<file path="config.mk">
export PLATFORM = sky130hd
export DESIGN_NAME = axis_homing_sequencer
export DESIGN_NICKNAME = d
export VERILOG_FILES = /design/src/rtl/core/ahs_pkg.sv /design/src/rtl/core/ahs_cfg_regs.sv /design/src/rtl/core/ahs_midpoint.sv /design/src/rtl/core/axis_homing_sequencer.sv
export SDC_FILE = /design/constraint.sdc
export NUM_CORES = 1
export LEC_CHECK = 0
export ABC_CLOCK_PERIOD_IN_PS = 19500
export BUFFER_PORTS_ARGS = -buffer_cell sky130_fd_sc_hd__buf_2
export CAP_MARGIN = 10
export CORE_MARGIN = 2
export CORE_UTILIZATION = 30
export DETAILED_ROUTE_END_ITERATION = 16
export PLACE_DENSITY = 0.42
export SYNTH_ARGS = -nofsm -noshare
export SYNTH_HDL_FRONTEND = slang
export SYNTH_SLANG_ARGS = --single-unit
export TNS_END_PERCENT = 10
</file>
<file path="constraint.sdc">
create_clock -name i_clk -period 19.5 [get_ports i_clk]
set_input_delay 3.9 -clock i_clk [delete_from_list [all_inputs] [get_ports i_clk]]
set_output_delay 3.9 -clock i_clk [all_outputs]
set_load 0.05 [all_outputs]
</file>
<file path="src/rtl/core/ahs_pkg.sv">
// Shared types and constants for the axis homing sequencer.
package ahs_pkg;

    // Field widths of the stream words and registers
    localparam int POS_W      = 12;
    localparam int RAMP_W     = 16;
    localparam int RAMP_FRAC  = 8;
    localparam int TICK_W     = 20;
    localparam int PAUSE_W    = 16;
    localparam int SP_OUT_W   = 20;
    localparam int SP_W       = 40;
    localparam int PHASE_W    = 3;
    localparam int EVENT_W    = 2;
    localparam int IN_TDATA_W  = 16;
    localparam int OUT_TDATA_W = 56;
    localparam int APB_ADDR_W = 5;
    localparam int APB_DATA_W = 32;
    localparam int REG_IDX_W  = 3;

    // Homing phases, encoded as reported on the result word
    typedef enum logic [PHASE_W-1:0] {
        PH_IDLE         = 3'd0,
        PH_SEEK_LOWER   = 3'd1,
        PH_SETTLE_LOWER = 3'd2,
        PH_SEEK_UPPER   = 3'd3,
        PH_SETTLE_UPPER = 3'd4,
        PH_APPROACH     = 3'd5,
        PH_HOLD         = 3'd6
    } t_phase;

    // Event codes on the result word
    typedef enum logic [EVENT_W-1:0] {
        EV_NONE    = 2'd0,
        EV_DONE    = 2'd1,
        EV_TIMEOUT = 2'd2
    } t_event;

    // Register indexes (byte address is four times the index)
    localparam logic [REG_IDX_W-1:0] REG_RAMP_STEP       = 3'd0;
    localparam logic [REG_IDX_W-1:0] REG_TIMEOUT_TICKS   = 3'd1;
    localparam logic [REG_IDX_W-1:0] REG_ARRIVE_DISTANCE = 3'd2;
    localparam logic [REG_IDX_W-1:0] REG_SETTLE_TICKS    = 3'd3;
    localparam logic [REG_IDX_W-1:0] REG_HOLD_TICKS      = 3'd4;

    // Register reset values
    localparam logic [RAMP_W-1:0]  RST_RAMP_STEP       = 16'd26;
    localparam logic [TICK_W-1:0]  RST_TIMEOUT_TICKS   = 20'd10000;
    localparam logic [POS_W-1:0]   RST_ARRIVE_DISTANCE = 12'd40;
    localparam logic [PAUSE_W-1:0] RST_SETTLE_TICKS    = 16'd1000;
    localparam logic [PAUSE_W-1:0] RST_HOLD_TICKS      = 16'd500;

    // Configuration seen by the sequencer core
    typedef struct packed {
        logic [RAMP_W-1:0]  ramp_step;
        logic [TICK_W-1:0]  timeout_ticks;
        logic [POS_W-1:0]   arrive_distance;
        logic [PAUSE_W-1:0] settle_ticks;
        logic [PAUSE_W-1:0] hold_ticks;
    } t_cfg;

endpackage

</file>
<file path="src/rtl/core/ahs_cfg_regs.sv">
// APB register bank holding the homing configuration.
module ahs_cfg_regs
    import ahs_pkg::*;
(
    input  logic                  i_clk,
    input  logic                  i_rst_n,
    input  logic                  psel,
    input  logic                  penable,
    input  logic                  pwrite,
    input  logic [APB_ADDR_W-1:0] paddr,
    input  logic [APB_DATA_W-1:0] pwdata,
    output logic [APB_DATA_W-1:0] prdata,
    output logic                  pready,
    output t_cfg                  o_cfg
);

    logic [RAMP_W-1:0]    r_ramp_step;
    logic [TICK_W-1:0]    r_timeout_ticks;
    logic [POS_W-1:0]     r_arrive_distance;
    logic [PAUSE_W-1:0]   r_settle_ticks;
    logic [PAUSE_W-1:0]   r_hold_ticks;
    logic [REG_IDX_W-1:0] w_idx;
    logic                 w_wr;

    assign pready = 1'b1;
    assign w_idx  = paddr[APB_ADDR_W-1:2];
    assign w_wr   = psel & penable & pwrite & pready;

    // Write the addressed register in the access cycle
    always_ff @(posedge i_clk) begin
        if (!i_rst_n) begin
            r_ramp_step       <= RST_RAMP_STEP;
            r_timeout_ticks   <= RST_TIMEOUT_TICKS;
            r_arrive_distance <= RST_ARRIVE_DISTANCE;
            r_settle_ticks    <= RST_SETTLE_TICKS;
            r_hold_ticks      <= RST_HOLD_TICKS;
        end else if (w_wr) begin
            case (w_idx)
                REG_RAMP_STEP:       r_ramp_step       <= pwdata[RAMP_W-1:0];
                REG_TIMEOUT_TICKS:   r_timeout_ticks   <= pwdata[TICK_W-1:0];
                REG_ARRIVE_DISTANCE: r_arrive_distance <= pwdata[POS_W-1:0];
                REG_SETTLE_TICKS:    r_settle_ticks    <= pwdata[PAUSE_W-1:0];
                REG_HOLD_TICKS:      r_hold_ticks      <= pwdata[PAUSE_W-1:0];
                default: ;
            endcase
        end
    end

    // Read back the addressed register
    always_comb begin
        case (w_idx)
            REG_RAMP_STEP:       prdata = APB_DATA_W'(r_ramp_step);
            REG_TIMEOUT_TICKS:   prdata = APB_DATA_W'(r_timeout_ticks);
            REG_ARRIVE_DISTANCE: prdata = APB_DATA_W'(r_arrive_distance);
            REG_SETTLE_TICKS:    prdata = APB_DATA_W'(r_settle_ticks);
            REG_HOLD_TICKS:      prdata = APB_DATA_W'(r_hold_ticks);
            default:             prdata = '0;
        endcase
    end

    assign o_cfg.ramp_step       = r_ramp_step;
    assign o_cfg.timeout_ticks   = r_timeout_ticks;
    assign o_cfg.arrive_distance = r_arrive_distance;
    assign o_cfg.settle_ticks    = r_settle_ticks;
    assign o_cfg.hold_ticks      = r_hold_ticks;

endmodule

</file>
<file path="src/rtl/core/ahs_midpoint.sv">
// Wrapped midpoint of the two captured switch angles, in setpoint fixed point.
module ahs_midpoint
    import ahs_pkg::*;
#(
    parameter int ANGLE_MODULUS = 4095,
    parameter int FRACTION_BITS = 8
) (
    input  logic [POS_W-1:0] i_lower,
    input  logic [POS_W-1:0] i_upper,
    output logic [((POS_W + FRACTION_BITS) > ($clog2(ANGLE_MODULUS + 1) + FRACTION_BITS)
                   ? (POS_W + FRACTION_BITS)
                   : ($clog2(ANGLE_MODULUS + 1) + FRACTION_BITS))-1:0] o_midpoint
);

    localparam int MOD_W  = $clog2(ANGLE_MODULUS + 1);
    localparam int MFIX_W = MOD_W + FRACTION_BITS;
    localparam int PFIX_W = POS_W + FRACTION_BITS;
    localparam int MID_W  = (PFIX_W > MFIX_W) ? PFIX_W : MFIX_W;
    // Largest quotient of the wrapped sum by the modulus, plus margin
    localparam int QMAX   = (2 * ((1 << POS_W) - 1) + ANGLE_MODULUS) / (2 * ANGLE_MODULUS) + 1;
    localparam int NSTEP  = $clog2(QMAX + 1);
    localparam int W      = MID_W + NSTEP + 2;
    localparam logic [W-1:0] MOD_FIX = W'(ANGLE_MODULUS) << FRACTION_BITS;

    logic [PFIX_W-1:0]   w_lo_fix;
    logic [PFIX_W-1:0]   w_hi_fix;
    logic [PFIX_W:0]     w_sum;
    logic signed [W-1:0] w_lo;
    logic signed [W-1:0] w_hi;
    logic signed [W-1:0] w_d;
    logic signed [W-1:0] w_q;
    logic signed [W-1:0] w_v;
    logic [W-1:0]        w_r;

    assign w_lo_fix = {i_lower, {FRACTION_BITS{1'b0}}};
    assign w_hi_fix = {i_upper, {FRACTION_BITS{1'b0}}};
    assign w_sum    = {1'b0, w_lo_fix} + {1'b0, w_hi_fix};
    assign w_lo     = W'(w_lo_fix);
    assign w_hi     = W'(w_hi_fix);

    // Half the wrapped span, truncated toward zero; the sum is never negative
    assign w_d = $signed(MOD_FIX) + w_hi - w_lo;
    assign w_q = w_d[W-1] ? -((-w_d) >>> 1) : (w_d >>> 1);
    assign w_v = w_lo + w_q;

    // Reduce modulo the angle span by restoring subtraction of scaled moduli
    always_comb begin
        w_r = w_v;
        for (int k = NSTEP - 1; k >= 0; k--) begin
            if (w_r >= (MOD_FIX << k)) begin
                w_r = w_r - (MOD_FIX << k);
            end
        end
    end

    assign o_midpoint = (i_lower < i_upper) ? MID_W'(w_sum >> 1) : MID_W'(w_r);

endmodule

</file>
<file path="src/rtl/core/axis_homing_sequencer.sv">
// Homing sequencer for one rotary axis, one stream word per control tick.
//
//  channel   dir  word fields (lsb first)                                   accept
//  s_axis    in   position[11:0] lower_switch upper_switch start_req        tvalid & tready
//  m_axis    out  armed setpoint[19:0] lower_limit upper_limit              tvalid & tready
//                 limits_valid phase[2:0] event_res[1:0]
//  apb       in   ramp_step, timeout_ticks, arrive_distance, settle_ticks,  psel & penable
//                 hold_ticks at byte addresses 0x0 to 0x10                  & pwrite
//
// Each accepted word updates the state registers and its result word is registered
// for the next cycle; a word can be taken every clock while the result register is free or being drained.
// The ramp add/wrap and the midpoint reduction are combinational logic after
// the state registers, in front of the result register.
// s_axis_tready drops only while a result word waits and m_axis_tready is low.
// Synchronous reset returns to idle with no limits committed.
module axis_homing_sequencer
    import ahs_pkg::*;
#(
    parameter int ANGLE_MODULUS = 4095,
    parameter int FRACTION_BITS = 8
) (
    input  logic                   i_clk,
    input  logic                   i_rst_n,
    // position[11:0], lower_switch[12], upper_switch[13], start_req[14], zero[15]
    input  logic [IN_TDATA_W-1:0]  s_axis_tdata,
    input  logic                   s_axis_tvalid,
    output logic                   s_axis_tready,
    // armed[0], setpoint[20:1], lower_limit[32:21], upper_limit[44:33],
    // limits_valid[45], phase[48:46], event_res[50:49], zero[55:51]
    output logic [OUT_TDATA_W-1:0] m_axis_tdata,
    output logic                   m_axis_tvalid,
    input  logic                   m_axis_tready,
    input  logic                   psel,
    input  logic                   penable,
    input  logic                   pwrite,
    input  logic [APB_ADDR_W-1:0]  paddr,
    input  logic [APB_DATA_W-1:0]  pwdata,
    output logic [APB_DATA_W-1:0]  prdata,
    output logic                   pready
);

    localparam int MOD_W  = $clog2(ANGLE_MODULUS + 1);
    localparam int MFIX_W = MOD_W + FRACTION_BITS;
    localparam int PFIX_W = POS_W + FRACTION_BITS;
    localparam int MID_W  = (PFIX_W > MFIX_W) ? PFIX_W : MFIX_W;
    localparam int SHW    = RAMP_W + FRACTION_BITS;
    localparam int STEP_W = SHW - RAMP_FRAC;
    localparam int SPX_W  = SP_W + 1;
    localparam int RES_W  = 1 + SP_OUT_W + POS_W + POS_W + 1 + PHASE_W + EVENT_W;
    localparam logic [SPX_W-1:0] MOD_FIX = SPX_W'(ANGLE_MODULUS) << FRACTION_BITS;

    t_cfg                    cfg;
    t_phase                  r_phase, n_phase;
    t_event                  n_event;
    logic [SP_W-1:0]         r_setpoint, n_setpoint;
    logic [POS_W-1:0]        r_cap_lower, n_cap_lower;
    logic [POS_W-1:0]        r_cap_upper, n_cap_upper;
    logic [MID_W-1:0]        r_midpoint, n_midpoint;
    logic [TICK_W-1:0]       r_elapsed, n_elapsed;
    logic [PAUSE_W-1:0]      r_pause, n_pause;
    logic [POS_W-1:0]        r_com_lower, n_com_lower;
    logic [POS_W-1:0]        r_com_upper, n_com_upper;
    logic                    r_valid_flag, n_valid_flag;
    logic                    r_out_valid;
    logic [OUT_TDATA_W-1:0]  r_out_data;

    logic                    s_fire;
    logic [POS_W-1:0]        in_position;
    logic                    in_lower_sw;
    logic                    in_upper_sw;
    logic                    in_start;
    logic [SHW-1:0]          w_ramp_sh;
    logic [STEP_W-1:0]       w_step;
    logic [SP_W-1:0]         w_sp_down;
    logic [SPX_W-1:0]        w_sp_wrap;
    logic [SPX_W-1:0]        w_sp_up_sum;
    logic [SP_W-1:0]         w_sp_up;
    logic [MID_W-1:0]        w_mid_calc;
    logic [MID_W-1:0]        w_pos_fix;
    logic [MID_W-1:0]        w_dist;
    logic [MID_W-1:0]        w_arrive_fix;
    logic                    w_arrived;
    logic [TICK_W-1:0]       w_elapsed_inc;
    logic                    w_timed_out;
    logic [RES_W-1:0]        w_result;

    ahs_cfg_regs u_cfg (
        .i_clk   (i_clk),
        .i_rst_n (i_rst_n),
        .psel    (psel),
        .penable (penable),
        .pwrite  (pwrite),
        .paddr   (paddr),
        .pwdata  (pwdata),
        .prdata  (prdata),
        .pready  (pready),
        .o_cfg   (cfg)
    );

    ahs_midpoint #(
        .ANGLE_MODULUS (ANGLE_MODULUS),
        .FRACTION_BITS (FRACTION_BITS)
    ) u_midpoint (
        .i_lower    (r_cap_lower),
        .i_upper    (r_cap_upper),
        .o_midpoint (w_mid_calc)
    );

    // Take a word whenever the result register is free or being drained
    assign s_axis_tready = !r_out_valid || m_axis_tready;
    assign s_fire        = s_axis_tvalid && s_axis_tready;

    assign in_position = s_axis_tdata[POS_W-1:0];
    assign in_lower_sw = s_axis_tdata[POS_W];
    assign in_upper_sw = s_axis_tdata[POS_W+1];
    assign in_start    = s_axis_tdata[POS_W+2];

    // Align the 8.8 ramp step to the setpoint fraction
    assign w_ramp_sh = SHW'(cfg.ramp_step) << FRACTION_BITS;
    assign w_step    = w_ramp_sh[SHW-1:RAMP_FRAC];

    // Downward ramp: wrap through the modulus, saturate at zero
    assign w_sp_wrap = {1'b0, r_setpoint} + MOD_FIX;
    always_comb begin
        if (r_setpoint >= SP_W'(w_step)) begin
            w_sp_down = r_setpoint - SP_W'(w_step);
        end else if (w_sp_wrap >= SPX_W'(w_step)) begin
            w_sp_down = SP_W'(w_sp_wrap - SPX_W'(w_step));
        end else begin
            w_sp_down = '0;
        end
    end

    // Upward ramp: subtract the modulus once past the top
    assign w_sp_up_sum = {1'b0, r_setpoint} + SPX_W'(w_step);
    assign w_sp_up     = (w_sp_up_sum <= MOD_FIX) ? SP_W'(w_sp_up_sum)
                                                  : SP_W'(w_sp_up_sum - MOD_FIX);

    // Arrival test against the midpoint
    assign w_pos_fix    = MID_W'({in_position, {FRACTION_BITS{1'b0}}});
    assign w_arrive_fix = MID_W'({cfg.arrive_distance, {FRACTION_BITS{1'b0}}});
    assign w_dist       = (w_pos_fix >= r_midpoint) ? (w_pos_fix - r_midpoint)
                                                    : (r_midpoint - w_pos_fix);
    assign w_arrived    = w_dist < w_arrive_fix;

    // Saturating tick count and timeout compare
    assign w_elapsed_inc = (r_elapsed == '1) ? r_elapsed : r_elapsed + 1'b1;
    assign w_timed_out   = w_elapsed_inc >= cfg.timeout_ticks;

    // Next state for one tick
    always_comb begin
        n_phase      = r_phase;
        n_event      = EV_NONE;
        n_setpoint   = r_setpoint;
        n_cap_lower  = r_cap_lower;
        n_cap_upper  = r_cap_upper;
        n_midpoint   = r_midpoint;
        n_elapsed    = r_elapsed;
        n_pause      = r_pause;
        n_com_lower  = r_com_lower;
        n_com_upper  = r_com_upper;
        n_valid_flag = r_valid_flag;
        case (r_phase)
            PH_SEEK_LOWER: begin
                n_elapsed = w_elapsed_inc;
                if (w_timed_out) begin
                    n_phase = PH_IDLE;
                    n_event = EV_TIMEOUT;
                end else if (in_lower_sw) begin
                    n_cap_lower = in_position;
                    n_pause     = '0;
                    n_phase     = PH_SETTLE_LOWER;
                end else begin
                    n_setpoint = w_sp_down;
                end
            end
            PH_SEEK_UPPER: begin
                n_elapsed = w_elapsed_inc;
                if (w_timed_out) begin
                    n_phase = PH_IDLE;
                    n_event = EV_TIMEOUT;
                end else if (in_upper_sw) begin
                    n_cap_upper = in_position;
                    n_pause     = '0;
                    n_phase     = PH_SETTLE_UPPER;
                end else begin
                    n_setpoint = w_sp_up;
                end
            end
            PH_SETTLE_LOWER, PH_SETTLE_UPPER: begin
                n_elapsed = w_elapsed_inc;
                if (r_pause >= cfg.settle_ticks) begin
                    n_pause = '0;
                    if (r_phase == PH_SETTLE_LOWER) begin
                        n_phase = PH_SEEK_UPPER;
                    end else begin
                        n_midpoint = w_mid_calc;
                        n_setpoint = SP_W'(w_mid_calc);
                        n_phase    = PH_APPROACH;
                    end
                end else begin
                    n_pause = r_pause + 1'b1;
                end
            end
            PH_APPROACH: begin
                n_elapsed = w_elapsed_inc;
                if (w_timed_out) begin
                    n_phase = PH_IDLE;
                    n_event = EV_TIMEOUT;
                end else if (w_arrived) begin
                    n_com_lower  = r_cap_lower;
                    n_com_upper  = r_cap_upper;
                    n_valid_flag = 1'b1;
                    n_pause      = '0;
                    n_phase      = PH_HOLD;
                end
            end
            PH_HOLD: begin
                n_elapsed = w_elapsed_inc;
                if (r_pause >= cfg.hold_ticks) begin
                    n_phase = PH_IDLE;
                    n_event = EV_DONE;
                end else begin
                    n_pause = r_pause + 1'b1;
                end
            end
            default: begin
                // Idle: arm on a start request
                n_phase = PH_IDLE;
                if (in_start) begin
                    n_setpoint = SP_W'({in_position, {FRACTION_BITS{1'b0}}});
                    n_elapsed  = '0;
                    n_pause    = '0;
                    n_phase    = PH_SEEK_LOWER;
                end
            end
        endcase
    end

    // Advance the sequencer state on each accepted word
    always_ff @(posedge i_clk) begin
        if (!i_rst_n) begin
            r_phase      <= PH_IDLE;
            r_setpoint   <= '0;
            r_cap_lower  <= '0;
            r_cap_upper  <= '0;
            r_midpoint   <= '0;
            r_elapsed    <= '0;
            r_pause      <= '0;
            r_com_lower  <= '0;
            r_com_upper  <= '0;
            r_valid_flag <= 1'b0;
        end else if (s_fire) begin
            r_phase      <= n_phase;
            r_setpoint   <= n_setpoint;
            r_cap_lower  <= n_cap_lower;
            r_cap_upper  <= n_cap_upper;
            r_midpoint   <= n_midpoint;
            r_elapsed    <= n_elapsed;
            r_pause      <= n_pause;
            r_com_lower  <= n_com_lower;
            r_com_upper  <= n_com_upper;
            r_valid_flag <= n_valid_flag;
        end
    end

    // Pack the result word from the updated state
    assign w_result = {n_event, n_phase, n_valid_flag, n_com_upper, n_com_lower,
                       n_setpoint[SP_OUT_W-1:0], (n_phase != PH_IDLE)};

    // Hold the result word until the sink takes it
    always_ff @(posedge i_clk) begin
        if (!i_rst_n) begin
            r_out_valid <= 1'b0;
        end else if (s_fire) begin
            r_out_valid <= 1'b1;
        end else if (m_axis_tready) begin
            r_out_valid <= 1'b0;
        end
    end

    always_ff @(posedge i_clk) begin
        if (s_fire) begin
            r_out_data <= OUT_TDATA_W'(w_result);
        end
    end

    assign m_axis_tvalid = r_out_valid;
    assign m_axis_tdata  = r_out_data;

    // Committed limits never drop once set
    assert property (@(posedge i_clk) disable iff (!i_rst_n)
        r_valid_flag |=> r_valid_flag)
        else $error("limits_valid cleared after commit");

    // Hold is only reached with committed limits
    assert property (@(posedge i_clk) disable iff (!i_rst_n)
        (r_phase == PH_HOLD) |-> r_valid_flag)
        else $error("hold phase without committed limits");

    // A run starts with a cleared tick count
    assert property (@(posedge i_clk) disable iff (!i_rst_n)
        ((r_phase == PH_SEEK_LOWER) && ($past(r_phase) == PH_IDLE) && $past(i_rst_n))
        |-> (r_elapsed == '0))
        else $error("elapsed count not cleared at start");

endmodule
</file>
==> impl_metrics.csv <==
group,metric,value,unit
finish,multi_input_area,15500,µm²
yosys,synthMuxAreaShare,3.66,%
detailed_routing,antenna_left,0,
detailed_routing,drt-pass1-iter-count,6,
timing,tns,0,ns
placement,placed_cell_area,24300,µm²
detailed_routing,drt_wl_total,87.1,mm
critical_path,r2r_end,"m_axis_tdata[10]",
timing,slew_headroom,17.6,%
yosys,ys_async_sr_fraction,0,%
floorplanning,core,75700,µm²
critical_path,crit_required,15.60,ns
critical_path,r2r_slack,9.41,ns
timing,period_share,52.8,%
global_routing,antenna_found_initial,5,
timing,period_needed,10.30,ns
finish,area_delta_synth_final,11.4,%
power_and_ir_drop,swShare,36.4,%
timing,max_freq,97.1,MHz
detailed_routing,vias_per_cell,5.52,
floorplanning,fp-row-count,101,
power_and_ir_drop,p_leak,10.2,nW
yosys,synth_cells,2987,
yosys,synth-xor-area-share,6.35,%
yosys,synth-edff-count,51,
clock_network,insertion_delay,0.57,ns
global_routing,grt_first_pass_wirelength,131,mm
critical_path,reg2reg_depth,31,
global_routing,grt_overflow,0,
hold_path,hold_class,"reg -> reg",
yosys,ys_seq_area_share,26.1,%
placement,dp_hpwl,66.8,mm
finish,stdcell_count,4029,
yosys,synthAdderAreaFrac,10.6,%
power_and_ir_drop,total_power,1.82,mW
critical_path,cp_common_cell,"buf_2",
global_routing,grt_pass1_vias,21452,
critical_path,crit_end,"prdata[4]",
detailed_routing,avgRoutedWirePerCell,21.6,µm
finish,drive_gt1_share,9.90,%
timing,hold_violations,0,
clock_network,post_cts_buffers,0,
yosys,ys_warn_count,0,
placement,io_buffers,117,
outcome,status,"completed",
clock_network,cts_tree,"built",
critical_path,slowest_delay,1.03,ns
clock_network,cts-htree-levels,2,
power_and_ir_drop,seqPwrFrac,33.6,%
clock_network,cts_root_buf,"clkbuf_16",
job,cap_violations,0,
global_routing,grt.total_usage,21.8,%
power_and_ir_drop,ir_worst_vdd,0.0000617,V
detailed_routing,num_vias,22235,
finish,layout_commonest_cell,"nand2_1",
timing,slew_violations,0,
finish,fin_nets,3271,
yosys,syn_area_per_cell,7.66,µm²
critical_path,critPathCaptureType,"output port",
critical_path,worst-setup-path-type,"in -> out",
finish,stdcell_area,25500,µm²
floorplanning,start_util,30.2,%
power_and_ir_drop,power.switching,0.661,mW
yosys,synth_ff_type,"dfxtp_1",
clock_network,cts_resized,0,
critical_path,r2r-start,"r_cap_upper[1]",
detailed_routing,drt-initial-drc-count,1742,
timing,setup_viol,0,
finish,fillers,8042,
yosys,synth-compound-area-share,24.2,%
finish,register_area,5980,µm²
clock_network,clk_path_buf_depth,3,
power_and_ir_drop,pwr_density_cell,71.2,nW/µm²
clock_network,clk_pin_slew,0.06,ns
critical_path,startpoint_type,"input port",
floorplanning,die_h,280,µm
detailed_routing,drc,0,
critical_path,critPathSlowestCell,"nor2b_1",
global_routing,grt_max_degree,63,
power_and_ir_drop,combPwrFrac,28.8,%
finish,final_cell_mix,"nand2_1 (333), nor2_1 (272), a21oi_1 (242)",
clock_network,cts_sinks,273,
timing,tightest_slew,1.23,ns
floorplanning,dieArea,78500,µm²
floorplanning,fp.dieW,280,µm
timing,skew,0.0334,ns
critical_path,cp.arrival,6.40,ns
placement,post-place-cells,3963,
yosys,synth_area,22900,µm²
critical_path,worstPathMaxFanout,36,
power_and_ir_drop,power_frac_clock,37.6,%
yosys,synth_top_family_by_area,"compound AO/OA/AOI/OAI gates",
power_and_ir_drop,intPower,1.15,mW
floorplanning,ioPinCount,151,
yosys,synth_simple_gate_area_share,22.5,%
clock_network,cts_hold_buf,0,
timing,rsz0062_at_grt,"no",
critical_path,startpoint,"paddr[2]",
placement,routabilityCongestion,0.868,
yosys,synth-seq-cells,273,
yosys,synthDistinctLibCells,106,
critical_path,cp_cell_sequence,"buf_2 -> nor2b_1 -> a22oi_1 -> o22ai_1 -> buf_2",
clock_network,cts_made_buffers,35,
-- critical path, delay by kind of cell --
kind | cells | cell delay (ns)
compound gates | 2 | 0.61
buf+inv | 2 | 0.84
simple gates | 1 | 1.03
-- power by group through the flow --
stage	Combinational (mW)	Clock, mW	Sequential [mW]
floorplan	0.343	0	0.641
global placement	0.516	0	0.623
detailed placement	0.515	0	0.623
CTS	0.519	0.705	0.610
global route	0.567	0.726	0.612
finish	0.523	0.682	0.610
-- cells in the mapped netlist, drive strengths merged (36+ instances only) --
library cell / count / area share [%]
ha: 182 / 9.9
a21o: 54 / 1.8
inv: 212 / 3.5
nor2: 274 / 4.5
xor2: 43 / 1.6
o21ai: 157 / 3.4
edfxtp: 51 / 6.7
a211oi: 36 / 1.2
nor3: 72 / 1.7
xnor2: 123 / 4.7
mux2i: 50 / 2.2
clkbuf: 137 / 2.2
a22oi: 48 / 1.6
dfxtp: 222 / 19
nand3: 75 / 1.6
o211ai: 38 / 1.3
nand2: 334 / 5.5
a21oi: 244 / 5.4
-- logic make-up (layout without fill, tap and decap cells) --
kind of cell,Yosys count,after routing
other cells,2,20
mux,80,80
fa+ha+maj,191,191
compound gates,839,839
flops,273,273
simple gates,1061,1061
buf+inv,375,421
xor+xnor,166,166
-- metrics by stage --
stage / utilization (%) / worst slack (ns) / hold slack [ns]
global route: 33.7 / 8.42 / 0.484
detailed placement: 32.1 / 8.73 / 0.447
global placement: 32.1 / 8.68 / 0.444
finish: 33.7 / 9.20 / 0.459
floorplan: - / 9.77 / 0.433
CTS: 33.7 / 9.21 / 0.455
-- sequential cells by signal (all words and copies together) (netlist names) --
name,count
m_axis_tdata,51
m_axis_tvalid,1
r_cap_lower,12
r_cap_upper,12
r_com_lower,12
r_com_upper,12
r_elapsed,20
r_midpoint,13
r_pause,16
r_phase,3
r_setpoint,40
r_valid_flag,1
u_cfg.r_arrive_distance,12
u_cfg.r_hold_ticks,16
u_cfg.r_ramp_step,16
u_cfg.r_settle_ticks,16
u_cfg.r_timeout_ticks,20
-- area by class of cell --
class	count	area share (%)
tap	978	4.80
clock inverter	17	0.844
multi-input combinational	2355	60.8
timing repair buffer	144	3.11
inverter	213	3.15
antenna	2	0.0196
clock buffer	47	3.85
sequential	273	23.4
-- how the worst min path moves through the flow --
stage / startpoint / to / slack [ns] / depth (start not counted)
after floorplan: r_valid_flag / r_valid_flag / 0.43 / 2
after global placement: u_cfg.r_arrive_distance[11] / u_cfg.r_arrive_distance[11] / 0.44 / 2
after detailed placement: u_cfg.r_arrive_distance[10] / u_cfg.r_arrive_distance[10] / 0.45 / 2
final: u_cfg.r_arrive_distance[7] / u_cfg.r_arrive_distance[7] / 0.46 / 2
after global routing: u_cfg.r_arrive_distance[7] / u_cfg.r_arrive_distance[7] / 0.48 / 2
after CTS: u_cfg.r_arrive_distance[10] / u_cfg.r_arrive_distance[10] / 0.46 / 2
-- per-layer routing --
| layer | vias to the layer above | track usage (%) | wire length (µm) |
|---|---|---|---|
| li1 | 10760 | - | - |
| met1 | 10663 | 30.1 | 40700 |
| met2 | 652 | 34.5 | 39000 |
| met3 | 154 | 3.11 | 4640 |
| met4 | 6 | 7.36 | 2770 |
| met5 | - | 0 | 37 |
(Power assumes the default switching activity.)
